**src/sv/tad_pkg.sv**
```systemverilog
// ============================================================================
// tad_pkg : shared types and constants for the text art detector
// Character classes, configuration layout and the result word.
// ============================================================================
`default_nettype none

package tad_pkg;

    // Default counter width
    localparam int COUNT_BITS_DEF = 16;

    // Configuration port layout
    localparam int CFG_IDX_BITS  = 2;
    localparam int CFG_DATA_BITS = 8;

    localparam logic [CFG_IDX_BITS-1:0] REG_MIN_RUN        = 2'd0;
    localparam logic [CFG_IDX_BITS-1:0] REG_MIN_ART_LINES  = 2'd1;
    localparam logic [CFG_IDX_BITS-1:0] REG_MIN_LINE_CHARS = 2'd2;

    // Register reset values
    localparam logic [CFG_DATA_BITS-1:0] MIN_RUN_RST        = 8'd4;
    localparam logic [CFG_DATA_BITS-1:0] MIN_ART_LINES_RST  = 8'd4;
    localparam logic [CFG_DATA_BITS-1:0] MIN_LINE_CHARS_RST = 8'd8;

    // Item kinds carried in tuser
    localparam logic ACT_CHAR = 1'b0;
    localparam logic ACT_END  = 1'b1;

    // Special code units
    localparam logic [15:0] CU_LF        = 16'h000a;
    localparam logic [15:0] CU_CR        = 16'h000d;
    localparam logic [15:0] CU_SPACE     = 16'h0020;
    localparam logic [15:0] CU_IDEO_SPACE = 16'h3000;

    // Output field widths
    localparam int OUT_CNT_BITS = 16;
    localparam int OUT_TDATA_BITS = 40;

    typedef enum logic [1:0] {
        CLS_OTHER = 2'd0,
        CLS_ART   = 2'd1,
        CLS_SPACE = 2'd2,
        CLS_BREAK = 2'd3
    } char_class_t;

    typedef struct packed {
        logic [CFG_DATA_BITS-1:0] min_run;
        logic [CFG_DATA_BITS-1:0] min_art_lines;
        logic [CFG_DATA_BITS-1:0] min_line_chars;
    } cfg_t;

    typedef struct packed {
        logic [OUT_CNT_BITS-1:0] art_lines;
        logic [OUT_CNT_BITS-1:0] total_lines;
        logic                    is_art;
    } verdict_t;

endpackage

`default_nettype wire

```
**src/sv/tad_classify.sv**
```systemverilog
// ============================================================================
// tad_classify : code unit classifier
// Sorts one UTF-16 code unit into art symbol, space, line break or other.
// ============================================================================
`default_nettype none

module tad_classify
    import tad_pkg::*;
(
    input  wire logic [15:0] code_unit,
    output char_class_t      cls
);

    logic art;

    // Fixed range table of art symbols
    always_comb
    begin
        art = 1'b0;
        if ((code_unit >= 16'h0027 && code_unit <= 16'h0029) || code_unit == 16'h002f)
            art = 1'b1;
        else if ((code_unit >= 16'h003a && code_unit <= 16'h003d) ||
                 (code_unit >= 16'h005e && code_unit <= 16'h0060))
            art = 1'b1;
        else if (code_unit >= 16'h007b && code_unit <= 16'h3040)
            art = !(code_unit == CU_IDEO_SPACE ||
                    (code_unit >= 16'h25a0 && code_unit <= 16'h25ff) ||
                    (code_unit >= 16'h3007 && code_unit <= 16'h301c));
        else if ((code_unit >= 16'h3099 && code_unit <= 16'h30a0) ||
                 (code_unit >= 16'h30fb && code_unit <= 16'h30ff))
            art = 1'b1;
        else if ((code_unit >= 16'h3100 && code_unit <= 16'h33ff) ||
                 (code_unit >= 16'h4dc0 && code_unit <= 16'h4dff))
            art = 1'b1;
        else if (code_unit <= 16'h9fff)
            art = 1'b0;
        else if (code_unit <= 16'hfeff)
            art = 1'b1;
        else
            art = (code_unit >= 16'hff07 && code_unit <= 16'hff0f) ||
                  (code_unit >= 16'hff1a && code_unit <= 16'hff1e) ||
                  (code_unit >= 16'hff3b && code_unit <= 16'hff40) ||
                  (code_unit >= 16'hff5b && code_unit <= 16'hff65) ||
                  (code_unit >= 16'hff9e);
    end

    // Breaks and spaces take precedence over the table
    always_comb
    begin
        if (code_unit == CU_CR || code_unit == CU_LF)
            cls = CLS_BREAK;
        else if (code_unit == CU_SPACE || code_unit == CU_IDEO_SPACE)
            cls = CLS_SPACE;
        else if (art)
            cls = CLS_ART;
        else
            cls = CLS_OTHER;
    end

endmodule

`default_nettype wire

```
**src/sv/tad_tracker.sv**
```systemverilog
// ============================================================================
// tad_tracker : line and text statistics
// Keeps per-line run and character counts, closes lines, and forms the
// verdict when the end-of-text word arrives.
// ============================================================================
`default_nettype none

module tad_tracker
    import tad_pkg::*;
#(
    parameter int COUNT_BITS = COUNT_BITS_DEF
)
(
    input  wire logic        clk,
    input  wire logic        rst_n,
    input  wire logic        step,       // registered word advances this cycle
    input  wire logic        is_end,
    input  wire char_class_t cls,
    input  wire cfg_t        cfg,
    output verdict_t         verdict
);

    localparam int CW = COUNT_BITS;
    localparam int WW = COUNT_BITS + 2;
    localparam int XW = (COUNT_BITS > OUT_CNT_BITS) ? COUNT_BITS : OUT_CNT_BITS;

    function automatic logic [CW-1:0] sat_inc(input logic [CW-1:0] v);
        return (&v) ? v : v + 1'b1;
    endfunction

    logic [CW-1:0] best_run_reg,   best_run_next;
    logic [CW-1:0] cur_run_reg,    cur_run_next;
    logic [CW-1:0] line_chars_reg, line_chars_next;
    logic [CW-1:0] art_chars_reg,  art_chars_next;
    logic [CW-1:0] plain_chars_reg, plain_chars_next;
    logic [CW-1:0] lines_reg,      lines_next;
    logic [CW-1:0] art_lines_reg,  art_lines_next;

    logic          line_is_art;
    logic [CW-1:0] closed_lines;
    logic [CW-1:0] closed_art;
    logic [CW-1:0] run_inc;
    logic [XW-1:0] tot_x;
    logic [XW-1:0] art_x;

    // Line closing: art-line test and counter bumps
    always_comb
    begin
        line_is_art = (best_run_reg >= CW'(cfg.min_run)) ||
                      ((line_chars_reg >= CW'(cfg.min_line_chars)) &&
                       (art_chars_reg >= plain_chars_reg));
        closed_lines = sat_inc(lines_reg);
        closed_art   = line_is_art ? sat_inc(art_lines_reg) : art_lines_reg;
        run_inc      = sat_inc(cur_run_reg);
    end

    // Next state per word
    always_comb
    begin
        best_run_next    = best_run_reg;
        cur_run_next     = cur_run_reg;
        line_chars_next  = line_chars_reg;
        art_chars_next   = art_chars_reg;
        plain_chars_next = plain_chars_reg;
        lines_next       = lines_reg;
        art_lines_next   = art_lines_reg;
        if (is_end)
        begin
            best_run_next    = '0;
            cur_run_next     = '0;
            line_chars_next  = '0;
            art_chars_next   = '0;
            plain_chars_next = '0;
            lines_next       = '0;
            art_lines_next   = '0;
        end
        else
        begin
            case (cls)
                CLS_BREAK:
                begin
                    best_run_next    = '0;
                    cur_run_next     = '0;
                    line_chars_next  = '0;
                    art_chars_next   = '0;
                    plain_chars_next = '0;
                    lines_next       = closed_lines;
                    art_lines_next   = closed_art;
                end
                CLS_ART:
                begin
                    cur_run_next    = run_inc;
                    art_chars_next  = sat_inc(art_chars_reg);
                    line_chars_next = sat_inc(line_chars_reg);
                    if (best_run_reg < run_inc)
                        best_run_next = run_inc;
                end
                CLS_SPACE:
                begin
                    line_chars_next = sat_inc(line_chars_reg);
                end
                default:
                begin
                    cur_run_next     = '0;
                    plain_chars_next = sat_inc(plain_chars_reg);
                    line_chars_next  = sat_inc(line_chars_reg);
                end
            endcase
        end
    end

    // Verdict from the counts after the last line closes
    always_comb
    begin
        verdict.is_art =
            ((closed_art >= CW'(cfg.min_art_lines)) &&
             ({closed_art, 2'b00} > WW'(closed_lines))) ||
            ((closed_lines > CW'(3'd4)) &&
             ({1'b0, closed_art, 1'b0} > WW'(closed_lines)));
        tot_x = XW'(closed_lines);
        art_x = XW'(closed_art);
        verdict.total_lines = (tot_x > XW'({OUT_CNT_BITS{1'b1}})) ?
                              {OUT_CNT_BITS{1'b1}} : tot_x[OUT_CNT_BITS-1:0];
        verdict.art_lines   = (art_x > XW'({OUT_CNT_BITS{1'b1}})) ?
                              {OUT_CNT_BITS{1'b1}} : art_x[OUT_CNT_BITS-1:0];
    end

    // State registers
    always_ff @(posedge clk or negedge rst_n)
    begin
        if (!rst_n)
        begin
            best_run_reg    <= '0;
            cur_run_reg     <= '0;
            line_chars_reg  <= '0;
            art_chars_reg   <= '0;
            plain_chars_reg <= '0;
            lines_reg       <= '0;
            art_lines_reg   <= '0;
        end
        else if (step)
        begin
            best_run_reg    <= best_run_next;
            cur_run_reg     <= cur_run_next;
            line_chars_reg  <= line_chars_next;
            art_chars_reg   <= art_chars_next;
            plain_chars_reg <= plain_chars_next;
            lines_reg       <= lines_next;
            art_lines_reg   <= art_lines_next;
        end
    end

endmodule

`default_nettype wire

```
**src/sv/text_art_detector_unit.sv**
```systemverilog
// ============================================================================
// text_art_detector_unit : character art detector
// Streams UTF-16 code units and judges whether the text is character art.
// ============================================================================
// One word per cycle is taken on the input stream: tuser = 0 carries a code
// unit, tuser = 1 marks end of text. Each word is classified on entry and
// lands in an input register; from there it updates the line counters
// in a single pass, so the sustained rate is one word per clock. The
// end-of-text word yields one result word, registered from the tracker
// into an output register; character words keep flowing while that
// result waits, and the input only stalls when a second end-of-text word
// reaches the tracker before the first result is taken. Counters saturate
// at 2^COUNT_BITS - 1. Configuration writes belong to idle periods.
// ============================================================================
`default_nettype none

module text_art_detector_unit
    import tad_pkg::*;
#(
    parameter int COUNT_BITS = COUNT_BITS_DEF
)
(
    input  wire logic                      clk,
    input  wire logic                      rst_n,
    // configuration write port
    input  wire logic                      cfg_wen,
    input  wire logic [CFG_IDX_BITS-1:0]   cfg_index,
    input  wire logic [CFG_DATA_BITS-1:0]  cfg_data,
    // input stream
    input  wire logic                      s_axis_tvalid,
    output logic                           s_axis_tready,
    input  wire logic [15:0]               s_axis_tdata,  // [15:0] code_unit
    input  wire logic                      s_axis_tuser,  // [0] action
    // result stream
    output logic                           m_axis_tvalid,
    input  wire logic                      m_axis_tready,
    output logic [OUT_TDATA_BITS-1:0]      m_axis_tdata   // [0] is_art,
                                                          // [16:1] total_lines,
                                                          // [32:17] art_lines
);

    cfg_t        cfg_reg;
    logic        in_valid_reg, in_valid_next;
    logic        in_end_reg;
    char_class_t in_cls_reg;
    char_class_t cls_in;
    logic        advance;
    logic        load_out;
    logic        out_valid_reg, out_valid_next;
    verdict_t    out_reg;
    verdict_t    verdict;

    // Configuration registers
    always_ff @(posedge clk or negedge rst_n)
    begin
        if (!rst_n)
        begin
            cfg_reg.min_run        <= MIN_RUN_RST;
            cfg_reg.min_art_lines  <= MIN_ART_LINES_RST;
            cfg_reg.min_line_chars <= MIN_LINE_CHARS_RST;
        end
        else if (cfg_wen)
        begin
            unique case (cfg_index)
                REG_MIN_RUN:        cfg_reg.min_run        <= cfg_data;
                REG_MIN_ART_LINES:  cfg_reg.min_art_lines  <= cfg_data;
                REG_MIN_LINE_CHARS: cfg_reg.min_line_chars <= cfg_data;
                default: ;
            endcase
        end
    end

    // Classify on entry
    tad_classify u_classify (
        .code_unit (s_axis_tdata),
        .cls       (cls_in)
    );

    // Input stage: only an end word facing a full output register stalls
    always_comb
    begin
        advance       = in_valid_reg &&
                        !(in_end_reg && out_valid_reg && !m_axis_tready);
        s_axis_tready = !in_valid_reg || advance;
        load_out      = advance && in_end_reg;
        if (s_axis_tvalid && s_axis_tready)
            in_valid_next = 1'b1;
        else if (advance)
            in_valid_next = 1'b0;
        else
            in_valid_next = in_valid_reg;
    end

    always_ff @(posedge clk or negedge rst_n)
    begin
        if (!rst_n)
            in_valid_reg <= 1'b0;
        else
            in_valid_reg <= in_valid_next;
    end

    always_ff @(posedge clk)
    begin
        if (s_axis_tvalid && s_axis_tready)
        begin
            in_end_reg <= (s_axis_tuser == ACT_END);
            in_cls_reg <= cls_in;
        end
    end

    // Line and text statistics
    tad_tracker #(
        .COUNT_BITS (COUNT_BITS)
    ) u_tracker (
        .clk     (clk),
        .rst_n   (rst_n),
        .step    (advance),
        .is_end  (in_end_reg),
        .cls     (in_cls_reg),
        .cfg     (cfg_reg),
        .verdict (verdict)
    );

    // Output register
    always_comb
    begin
        if (load_out)
            out_valid_next = 1'b1;
        else if (m_axis_tready)
            out_valid_next = 1'b0;
        else
            out_valid_next = out_valid_reg;
    end

    always_ff @(posedge clk or negedge rst_n)
    begin
        if (!rst_n)
            out_valid_reg <= 1'b0;
        else
            out_valid_reg <= out_valid_next;
    end

    always_ff @(posedge clk)
    begin
        if (load_out)
            out_reg <= verdict;
    end

    assign m_axis_tvalid = out_valid_reg;
    assign m_axis_tdata  = OUT_TDATA_BITS'(out_reg);

    // Checks
    a_end_gives_result: assert property (@(posedge clk) disable iff (!rst_n)
        load_out |=> m_axis_tvalid)
        else $error("end word did not produce a result");

    a_stall_cause: assert property (@(posedge clk) disable iff (!rst_n)
        !s_axis_tready |-> (m_axis_tvalid && !m_axis_tready))
        else $error("input stalled without a blocked result");

    a_art_le_total: assert property (@(posedge clk) disable iff (!rst_n)
        m_axis_tvalid |-> (out_reg.art_lines <= out_reg.total_lines))
        else $error("art line count exceeds total line count");

    a_total_nonzero: assert property (@(posedge clk) disable iff (!rst_n)
        m_axis_tvalid |-> (out_reg.total_lines != '0))
        else $error("result with zero lines");

endmodule

`default_nettype wire

```
**config.mk**
```make
export PLATFORM = sky130hd
export DESIGN_NAME = text_art_detector_unit
export DESIGN_NICKNAME = d
export VERILOG_FILES = /design/src/sv/tad_pkg.sv /design/src/sv/tad_classify.sv /design/src/sv/tad_tracker.sv /design/src/sv/text_art_detector_unit.sv
export SDC_FILE = /design/constraint.sdc
export NUM_CORES = 1
export LEC_CHECK = 0
export BUFFER_PORTS_ARGS = -buffer_cell sky130_fd_sc_hd__buf_2
export CORE_AREA = 2 2 213 215
export CTS_CLUSTER_DIAMETER = 200
export DETAILED_ROUTE_END_ITERATION = 7
export DIE_AREA = 0 0 215 217
export HOLD_SLACK_MARGIN = 0.12
export PLACE_DENSITY = 0.42
export SLEW_MARGIN = 20
export SYNTH_ARGS = -nofsm -noshare
export SYNTH_HDL_FRONTEND = slang
export SYNTH_SLANG_ARGS = --single-unit
```
**constraint.sdc**
```tcl
create_clock -name clk -period 4.2 [get_ports clk]
set_clock_uncertainty 0.05 [all_clocks]
set_input_delay 0.84 -clock clk [delete_from_list [all_inputs] [get_ports clk]]
set_output_delay 0.84 -clock clk [all_outputs]
set_load 0.005 [all_outputs]
```
== Word level (Yosys, flattened, before mapping) ==
Index checks and enable logic that the tools add are counted.

* Bits of input ports: 32
* Output and inout port bits: 42
* Logic and storage cells: 179
* Bits in registers: 174

* Add/sub/neg operators: 6
* Multiplexer cells: 35
* Reduce and logical (&&, ||, !) cells: 63
* Equality and inequality tests: 16
* $lt $le $gt $ge: 41

{| class="wikitable"
|+ Operators by type and width
! operator !! number
|-
| 2-to-1 mux 16 bit || 18
|-
| case mux 16 bit (2 select lines) || 4
|-
| adder 16 x 1 -> 16 bit, second input constant || 6
|-
| <= comparator 16 x 14 -> 1 bit, second input constant || 6
|-
| <= comparator 16 bit, second input constant || 6
|-
| AND reduction 16 bit || 6
|-
| greater-or-equal comparator 16 x 14 -> 1 bit, second input constant || 5
|-
| greater-or-equal comparator 16 bit, second input constant || 5
|-
| greater-or-equal comparator 16 x 8 -> 1 bit || 3
|-
| equality test 16 x 4 -> 1 bit, second input constant || 2
|-
| equality test 16 x 6 -> 1 bit, second input constant || 2
|-
| greater-or-equal comparator 16 x 6 -> 1 bit, second input constant || 2
|-
| greater-or-equal comparator 16 x 7 -> 1 bit, second input constant || 2
|-
| greater-than comparator 16 bit, second input constant || 2
|-
| <= comparator 16 x 6 -> 1 bit, second input constant || 2
|-
| logical AND 1 bit || 22
|-
| greater-than comparator 18 x 16 -> 1 bit || 1
|-
| greater-than comparator 17 x 16 -> 1 bit || 1
|-
| equality test 16 x 14 -> 1 bit, second input constant || 1
|-
| greater-or-equal comparator 16 x 15 -> 1 bit, second input constant || 1
|-
| greater-or-equal comparator 16 bit || 1
|-
| greater-than comparator 16 x 3 -> 1 bit, second input constant || 1
|-
| <= comparator 16 x 15 -> 1 bit, second input constant || 1
|-
| <= comparator 16 x 7 -> 1 bit, second input constant || 1
|-
| 16 further kinds || 60
|}

== Longest topological paths before layout ==
Gate-level depths: netlist of run 1.

* Depth in word-level cells: 15
* Gate-level depth with buffers: 20
* Mapped depth without buffers: 19

== Modules after synthesis ==
From an unflattened synthesis of run 1, not the netlist that was laid out.

* Cells, all modules: 1176
* Area total of the unflattened synthesis: 10980.5 um^2

{| class="wikitable"
|+ By module, submodules not included
! module !! area an instance (um^2) !! sequential area each (um^2) !! instances !! cells each
|-
| tad_tracker || 8293.0 || 2802.7 || 1 || 979
|-
| text_art_detector_unit || 2153.3 || 1735.4 || 1 || 105
|-
| tad_classify || 534.3 || 0.0 || 1 || 92
|}

== Worst setup path before layout of run 1 ==
Ideal clock, no wire load.

* Kind: reg-to-reg
* Start: register cfg_reg[3] (netlist name)
* End: register out_reg (netlist bit m_axis_tdata[0]) (data pin)
* Path buffers: 1
* Setup slack: 24 ps
* Data required time: 3887 ps
* Setup time: 263 ps
* Period minus slack after synthesis: 4176 ps
* Arrival: 3863 ps
* Cell stages (with the launch flop): 20
* Cell sequence: dfstp_2 inv_1 ha_1 a2111oi_0 nor3_1 a21oi_1 or2_0 o22a_2 buf_6 nor2_1 xor2_1 ha_1 and3_1 a221o_1 a21o_1 a21oi_1 a21boi_0 o21ai_0 a41oi_1 a2111o_1

{| class="wikitable"
|+ RTL lines
! item !! RTL line !! source
|-
| from (decl) || text_art_detector_unit.sv:42 || <nowiki>cfg_t cfg_reg;</nowiki>
|-
| to (signal assigned) || text_art_detector_unit.sv:146 || <nowiki>out_reg <= verdict;</nowiki>
|-
| to (decl) || text_art_detector_unit.sv:50 || <nowiki>verdict_t out_reg;</nowiki>
|}

==> metrics, run 1 <==
worst skew pair latency approximately 0.45 ns; Mean Syn Cell Area 9.26 um^2; number of DRC markers in iteration 0 approximately 420; Lkg Pwr roughly 6.3 nW; startpoint type of the worst setup path flip-flop; largest net degree at the start of global routing 76; combinational family with the most area after synthesis simple AND/OR/NAND/NOR gates; Cells after Synth approximately 1200; layout cells sized above 1 0.244; Sink Count 174; Synth Warn # 0; Adder-Cell Fraction of Synth Area 0.107; crit-path cells ha_1, nand2_1, o41ai_2, a211oi_1, buf_4, o22a_4, or3_4, xnor2_4, ha_1, and3_4, a221o_1, a21o_1, a21oi_2, a21boi_2, o21ai_1, a41oi_1, a2111o_1; Rows roughly 80; Worst Path Arrival 4.34 ns; Max stage delay on crit path 0.39 ns; Worst-Margin Slew 0.981 ns; Final period util 0.998; Post-synth EDFFs 36; critical path capture point type flip-flop; vias in the first global route ~9400; CTS Buf Count 17; Global Route Usage Sum 0.135; buffer depth of the longest clock path 2; CTS tree built; Hold WS 0.362 ns; total negative slack 0 ns; Fillers 4820; Setup Slack @ Placement -0.464 ns; r2r startpoint u_tracker.art_chars_reg[7]; initial antenna violation count 1; 1st-pass router iterations 5; Routed WL 30400 um; via count about 9200; share of the synthesized area in the top cell type 0.309; Worst setup startpoint u_tracker.art_chars_reg[7]; total of max-cap violations 0; R2R setup slack slightly below 0.008 ns; Final WS setup a little under 0.008 ns; final hold vios 0; R2R Path End m_axis_tdata[0]; global-route wire length before repair about 50000 um; routability cong. roughly 0.81; register area share after synthesis 0.416; GR peak layer met2; vias per std cell 4.62; data required time at the worst endpoint ~4.4 ns; max reg flops 33; critical path depth in cells 17; total power about 4.2 mW; Slew Viols, Final 0; Critical Path Fanout Max 5; Post-Syn Area 10900 um^2; Post-layout nets around 1500; RSZ-0062 raised after global routing yes; IO Count 74; ys flop type dfrtp_1; Synth Area in Simple Gates 0.200; pwr/cell area 302 nW/um^2; DP HPWL about 23000 um; minimum clock period roughly 4.2 ns; clk root buf clkbuf_16; GR Util met1 0.169; Worst Hold Class input pin to async pin; wire per inst about 15 um; FFs w/ async S/R, synth 0.793; Final Setup Violations 0; Initial Util 0.244; highest clock rate about 240 MHz; synth top area cells dfrtp_1 (31%), ha_1 (11%), edfxtp_1 (9.9%); Cell variety after synth 76; GR Util met2 0.236; met3 Track Usage GR 0.0285; status finished, final reports clean; input/output buffers 66; compound-gate portion of the synthesized area 0.153; Most common cell on crit path ha_1; Die Span Y 217 um; cell family with most CP delay compound AO/OA/AOI/OAI gates; cells on worst reg2reg path 17; full die area 46700 um^2; diodes inserted 0; Slew HR 0.343; H-tree Lvls 4; core area between 40000 and 50000 um^2; # DRC 0; Yosys reg bits around 170; clk slew on worst S/H paths roughly 0.07 ns; worst vdd ir about 260 uV; Routed Antenna Nets 0; CP bufs+invs 1; Die Span X 215 um; Setup CP Type flip-flop to flip-flop; end of the critical path m_axis_tdata[0]; mux cell area share after synthesis 0.0261; top cell type by total area after synthesis dfrtp_1; Area Overhead vs Synth 28.5%; hold_buf cts 0; xor and xnor area share after synthesis 0.0521; GRT Residual Overflow 0; Crit-path slowest cell dfrtp_1
## layer usage
layer  wire length (um)  up-vias
met2              15100      145
met1              13900     4406
met3               1090       26
li1                   -     4635
met4                365        2
met5                  7        -
## power breakdown
part / internal [mW] / leakage, nW / switching, mW / total, mW
Sequential: 1.81 / 2.23 / 0.0438 / 1.86
Clock: 1.00 / 0.303 / 0.701 / 1.70
Combinational: 0.288 / 3.81 / 0.387 / 0.675
Total: 3.10 / 6.35 / 1.13 / 4.23
## worst register-to-register path: cells and delay by family, from the launching register on
kind            cells  cell delay [ns]
flops               1             0.39
simple gates        3             0.62
compound gates     10             2.02
xor+xnor            1             0.14
fa+ha+maj           2             0.57
buf+inv             1             0.17
## layout by cell type (no fill, tap or decap), types with 20 or more instances in the layout
master	count
a21oi_1	42
buf_2	65
buf_4	161
clkbuf_16	20
dfrtp_1	135
edfxtp_1	36
ha_1	84
inv_1	67
nand2_1	117
nand3_1	58
nand4_1	32
nor2_1	91
nor3_1	22
o21ai_0	97
xnor2_1	32
xor2_1	28
## worst min path at each step
stage | from | cells after the start | slack [ns] | end
finish | rst_n | 1 | 0.36 | u_tracker.lines_reg[1]
global placement | cfg_reg[4] | 1 | 0.44 | cfg_reg[4]
floorplan | cfg_reg[11] | 1 | 0.43 | cfg_reg[11]
detailed placement | cfg_reg[11] | 1 | 0.45 | cfg_reg[11]
CTS | rst_n | 1 | 0.40 | u_tracker.lines_reg[1]
global route | rst_n | 1 | 0.42 | u_tracker.lines_reg[1]
## layout make-up
cell class              instances  area, um^2  area share
flip-flops and latches        174        4540       0.323
well taps                     600         751      0.0535
inverters                      69         259      0.0185
clock inverters                 7        96.3     0.00687
multi-input cells             889        6280       0.448
repair buffers                230        1580       0.113
clock buffers                  25         529      0.0377
## synth_stat cells, types with 32 or more instances
master,instances
a21oi_1,47
clkbuf_1,38
dfrtp_1,135
edfxtp_1,36
ha_1,93
inv_1,69
nand2_1,117
nand3_1,61
nand4_1,32
nor2_1,93
o21ai_0,102
xnor2_1,35
## stage by stage
stage	area (um^2)	cells	util
2_1_floorplan	10900	1185	-
5_1_grt	14000	1994	0.314
4_1_cts	13800	1985	0.308
3_3_place_gp	12900	1946	0.289
3_5_place_dp	12900	1946	0.289
6_report	14000	1994	0.314
## repair_timing
| action | 4_1_cts | 5_1_grt |
|---|---|---|
| gates resized for setup | 36 | 28 |
| buffers inserted | 6 | 9 |
| gates cloned | 1 | 0 |
| hold endpoints to repair | 0 | 0 |
| setup endpoints to repair | 1 | 2 |
| pin swaps | 28 | 21 |
## cell families after synthesis
group,Yosys count
other cells,1
xor+xnor,65
buf+inv,123
simple gates,436
compound gates,262
mux,25
flops,174
fa+ha+maj,93
Power figures use the tool's default switching activity.
==> run 2, diff against run 1 <==
--- a/config.mk
+++ b/config.mk
@@ -11,7 +11,7 @@
 export DETAILED_ROUTE_END_ITERATION = 7
 export DIE_AREA = 0 0 215 217
 export HOLD_SLACK_MARGIN = 0.12
-export PLACE_DENSITY = 0.42
+export PLACE_DENSITY_LB_ADDON = 0.12
 export SLEW_MARGIN = 20
 export SYNTH_ARGS = -nofsm -noshare
 export SYNTH_HDL_FRONTEND = slang
==> metrics, run 2 (same netlist as run 1, synthesis figures left out) <==
status finished with violations; violated checks negative setup slack; Rows 78; Routed Antenna Nets 0; via count about 9200; startpoint type of the worst setup path flip-flop; # DRC 0; global-route wire length before repair a little over 50000 um; Initial Util 0.244; wire per inst about 16 um; Routed WL between 30000 and 40000 um; Max stage delay on crit path between 0.5 and 0.6 ns; Most common cell on crit path a21oi_2; Final WS setup -0.106 ns; RSZ-0062 raised after global routing yes; Die Span Y 217 um; routability cong. 0.769; Sink Count 174; highest clock rate around 230 MHz; Post-layout nets 1496; worst skew pair latency between 0.4 and 0.5 ns; data required time at the worst endpoint approximately 4.4 ns; placed cell area ~13000 um^2; Worst Path Arrival between 4 and 5 ns; max reg flops 33; core area between 40000 and 50000 um^2; Worst Hold Class input pin to async pin; critical path capture point type flip-flop; commonest non-fill, non-tap cell in the layout buf_4; vias per std cell 4.65; Final Setup Violations 1; Setup CP Type flip-flop to flip-flop; cells on worst reg2reg path 18; GRT Residual Overflow 0; CTS Buf Count 17; final hold vios 0; total power 4.02 mW; Fillers ~4700; Finished Cell Area roughly 14000 um^2; input/output buffers 66; minimum clock period 4.31 ns; vias in the first global route between 9000 and 10000; IO Count 74; Lkg Pwr between 6 and 7 nW; crit-path cells inv_1, ha_4, a2111oi_4, nor3_2, a21oi_2, or2_1, o22a_4, or3_4, xnor2_4, ha_1, and3_4, a221o_1, a21o_1, a21oi_2, a21boi_2, o21ai_2, a41oi_2, a2111o_1; Slew HR 0.349; total of max-cap violations 0; Die Span X 215 um; Global Route Usage Sum 0.140; largest net degree at the start of global routing 139; clk slew on worst S/H paths 0.08 ns; Area Overhead vs Synth 26.6%; Setup Slack @ Placement -0.398 ns; Crit-path slowest cell dfstp_2; full die area around 47000 um^2; pwr/cell area between 200 and 300 nW/um^2; Critical Path Fanout Max 5; Slew Viols, Final 0; worst vdd ir ~210 uV; clk root buf clkbuf_16; CTS tree built; Final period util 1.03; DP HPWL around 24000 um; number of DRC markers in iteration 0 approximately 450; layout cells sized above 1 0.239; buffer depth of the longest clock path 2; most frequent cells in the layout buf_4 (147), dfrtp_1 (135), nand2_1 (117); Worst-Margin Slew 0.974 ns; diodes inserted 0; initial antenna violation count 0; 1st-pass router iterations 5; H-tree Lvls 4
[run 2: changes by cell type in the layout (fill, tap and decap cells not counted), sizes merged]
cell and delta:
clkbuf -4, inv -1, clkinvlp +2, bufinv -2, clkinv +5, buf -9
o22a -1
[run 2: through the flow]
stage          TNS [ns]   util  hold WS (ns)  cells
2_1_floorplan         0      -         0.429   1185
3_3_place_gp     -0.321  0.288         0.443   1940
3_5_place_dp     -0.398  0.288         0.450   1940
4_1_cts          -0.167  0.304         0.466   1979
5_1_grt          -0.296  0.309         0.484   1984
6_report         -0.106  0.309         0.393   1984
[run 2: power breakdown]
group | switching, mW | internal, mW
Clock | 0.726 | 0.767
Combinational | 0.385 | 0.283
Sequential | 0.0477 | 1.81
Total | 1.16 | 2.86
[run 2: final timing paths]
| path | start | to | slack, ns |
|---|---|---|---|
| max | cfg_reg[3] | m_axis_tdata[0] | -0.11 |
| min | rst_n | u_tracker.art_chars_reg[11] | 0.39 |
| max reg2reg | cfg_reg[3] | m_axis_tdata[0] | -0.11 |
| min reg2reg | cfg_reg[2] | cfg_reg[2] | 0.46 |
| max in group asynchronous | rst_n | u_tracker.cur_run_reg[7] | 2.93 |
| min in group clk | cfg_reg[2] | cfg_reg[2] | 0.46 |
[run 2: repair_timing]
item | in CTS | in global routing
pin swaps | 24 | 36
setup buffers | 7 | 5
resized for setup | 28 | 40
hold buffers | 0 | 0
cloned | 0 | 0
hold endpoints to repair | 0 | 0
setup endpoints to repair | 1 | 17
[run 2: layout make-up]
| type | count | area [um^2] | area share |
|---|---|---|---|
| Multi-Input combinational cell | 888 | 6210 | 0.449 |
| Clock inverter | 11 | 71.3 | 0.00516 |
| Tap cell | 600 | 751 | 0.0543 |
| Sequential cell | 174 | 4540 | 0.328 |
| Timing Repair Buffer | 221 | 1540 | 0.111 |
| Inverter | 69 | 259 | 0.0187 |
| Clock buffer | 21 | 450 | 0.0326 |
[run 2: critical path, delay by kind of cell (launching register included)]
family	cells	cell delay [ns]
simple gates	4	1.01
fa+ha+maj	2	0.52
compound gates	10	1.71
buf+inv	1	0.06
xor+xnor	1	0.19
flops	1	0.53
[run 2: metal layers]
layer / global-route usage / wire length, um
met1: 0.181 / 14600
met2: 0.242 / 15800
met3: 0.0256 / 978
met4: 0.0322 / 318
met5: 0 / 0
==> run 3, diff against run 2 <==
--- a/config.mk
+++ b/config.mk
@@ -6,10 +6,10 @@
 export NUM_CORES = 1
 export LEC_CHECK = 0
 export BUFFER_PORTS_ARGS = -buffer_cell sky130_fd_sc_hd__buf_2
-export CORE_AREA = 2 2 213 215
+export CORE_AREA = 2 2 151 301
 export CTS_CLUSTER_DIAMETER = 200
 export DETAILED_ROUTE_END_ITERATION = 7
-export DIE_AREA = 0 0 215 217
+export DIE_AREA = 0 0 153 303
 export HOLD_SLACK_MARGIN = 0.12
 export PLACE_DENSITY_LB_ADDON = 0.12
 export SLEW_MARGIN = 20
==> metrics, run 3 (same netlist as run 1, synthesis figures left out) <==
status finished with violations; violated checks negative setup slack; 1st-pass router iterations 4; final core occ 0.319; clk slew on worst S/H paths approximately 0.080 ns; Routed Antenna Nets 0; Critical Path Fanout Max 5; Lkg Pwr approximately 6.4 nW; CTS Buf Count 17; Worst Path Arrival roughly 4.7 ns; Slew Viols, Final 0; CTS tree built; post-route insts no fill about 2000; core area approximately 44000 um^2; Routed WL around 36000 um; layout cells sized above 1 0.256; diodes inserted 0; full die area between 40000 and 50000 um^2; Die Span X about 150 um; Slew HR 0.383; # DRC 0; total power between 4 and 5 mW; Sink Count between 150 and 200; Final Setup Violations 1; via count 9482; global-route wire length before repair ~56000 um; input/output buffers 66; Post-layout nets 1524; Worst Hold Class input pin to async pin; Worst setup startpoint cfg_reg[18]; pwr/cell area between 300 and 400 nW/um^2; H-tree Lvls 4; Initial Util 0.248; Finished Cell Area ~14000 um^2; Area Overhead vs Synth 28.7%; worst vdd ir between 150 and 200 uV; Hold WS 0.382 ns; DP HPWL approximately 28000 um; r2r startpoint cfg_reg[18]; placed cell area ~13000 um^2; total of max-cap violations 0; max reg flops 33; GRT Residual Overflow 0; Final WS setup -0.285 ns; IO Count 74; Die Span Y just over 300 um; commonest non-fill, non-tap cell in the layout buf_4; critical path capture point type flip-flop; Max stage delay on crit path approximately 0.57 ns; crit-path cells inv_2, ha_4, o21ai_2, o21bai_1, a21oi_2, o211a_4, o22a_4, buf_6, or3_4, xnor2_4, buf_6, ha_4, nand4_1, or4_1, o2bb2ai_2, a31oi_1, a2111o_1; wire per inst around 18 um; largest net degree at the start of global routing 76; initial antenna violation count 0; Final period util 1.07; Rows 109; worst skew pair latency approximately 0.46 ns; RSZ-0062 raised after global routing yes; final hold vios 0; minimum clock period approximately 4.5 ns; most frequent cells in the layout buf_4 (180), dfrtp_1 (135), nand2_1 (116); vias in the first global route slightly below 10000; number of DRC markers in iteration 0 roughly 370; routability cong. between 0.8 and 0.9; data required time at the worst endpoint approximately 4.4 ns; placed cell count approximately 1900; buffer depth of the longest clock path 2; startpoint type of the worst setup path flip-flop; Worst-Margin Slew a little over 0.9 ns; highest clock rate roughly 220 MHz; clk root buf clkbuf_16; hold_buf cts 0; Crit-path slowest cell or4_1; Setup CP Type flip-flop to flip-flop; Global Route Usage Sum 0.160; vias per std cell ~4.8
==> run 3: critical path: cells and delay by family, from the launching register on <==
family	cells	cell delay [ns]
compound gates	8	1.47
simple gates	3	1.22
flops	1	0.53
fa+ha+maj	2	0.50
buf+inv	3	0.30
xor+xnor	1	0.16
==> run 3: what timing repair did <==
action	CTS	global route
pin swaps	17	22
gates resized for setup	32	30
buffers inserted	2	7
setup endpoints to repair	1	12
==> run 3: final cells by class <==
type	instances	area (um^2)
clock buffer	20	468
clock inverter	12	133
fill	4641	30000
inverter	69	259
multi-input combinational	888	6230
sequential	174	4540
tap	555	694
timing repair buffer	249	1730
==> run 3: stage by stage <==
step	setup TNS [ns]	worst slack [ns]
2_1_floorplan	0	0.0240
3_3_place_gp	-0.578	-0.578
3_5_place_dp	-0.607	-0.607
4_1_cts	-0.217	-0.217
5_1_grt	-0.343	-0.343
6_report	-0.285	-0.285
==> run 3: worst paths after layout <==
path | end | cells after the start | slack (ns)
max | m_axis_tdata[0] | 17 | -0.28
min reg2reg | cfg_reg[9] | 1 | 0.46
max in group asynchronous | u_tracker.best_run_reg[15] | 2 | 2.82
max reg2reg | m_axis_tdata[0] | 17 | -0.28
min in group clk | cfg_reg[9] | 1 | 0.46
min | u_tracker.art_chars_reg[11] | 1 | 0.38
==> run 3: per-layer routing <==
layer	vias up	wire length, um	GRT usage
met3	58	839	0.0167
met1	4578	11800	0.144
li1	4674	-	-
met5	-	0	0
met2	172	22100	0.343
met4	0	1380	0.0736
==> run 3: power breakdown <==
part / internal, mW / switching [mW]
clock network: 0.895 / 0.801
registers: 1.81 / 0.0465
logic: 0.294 / 0.413
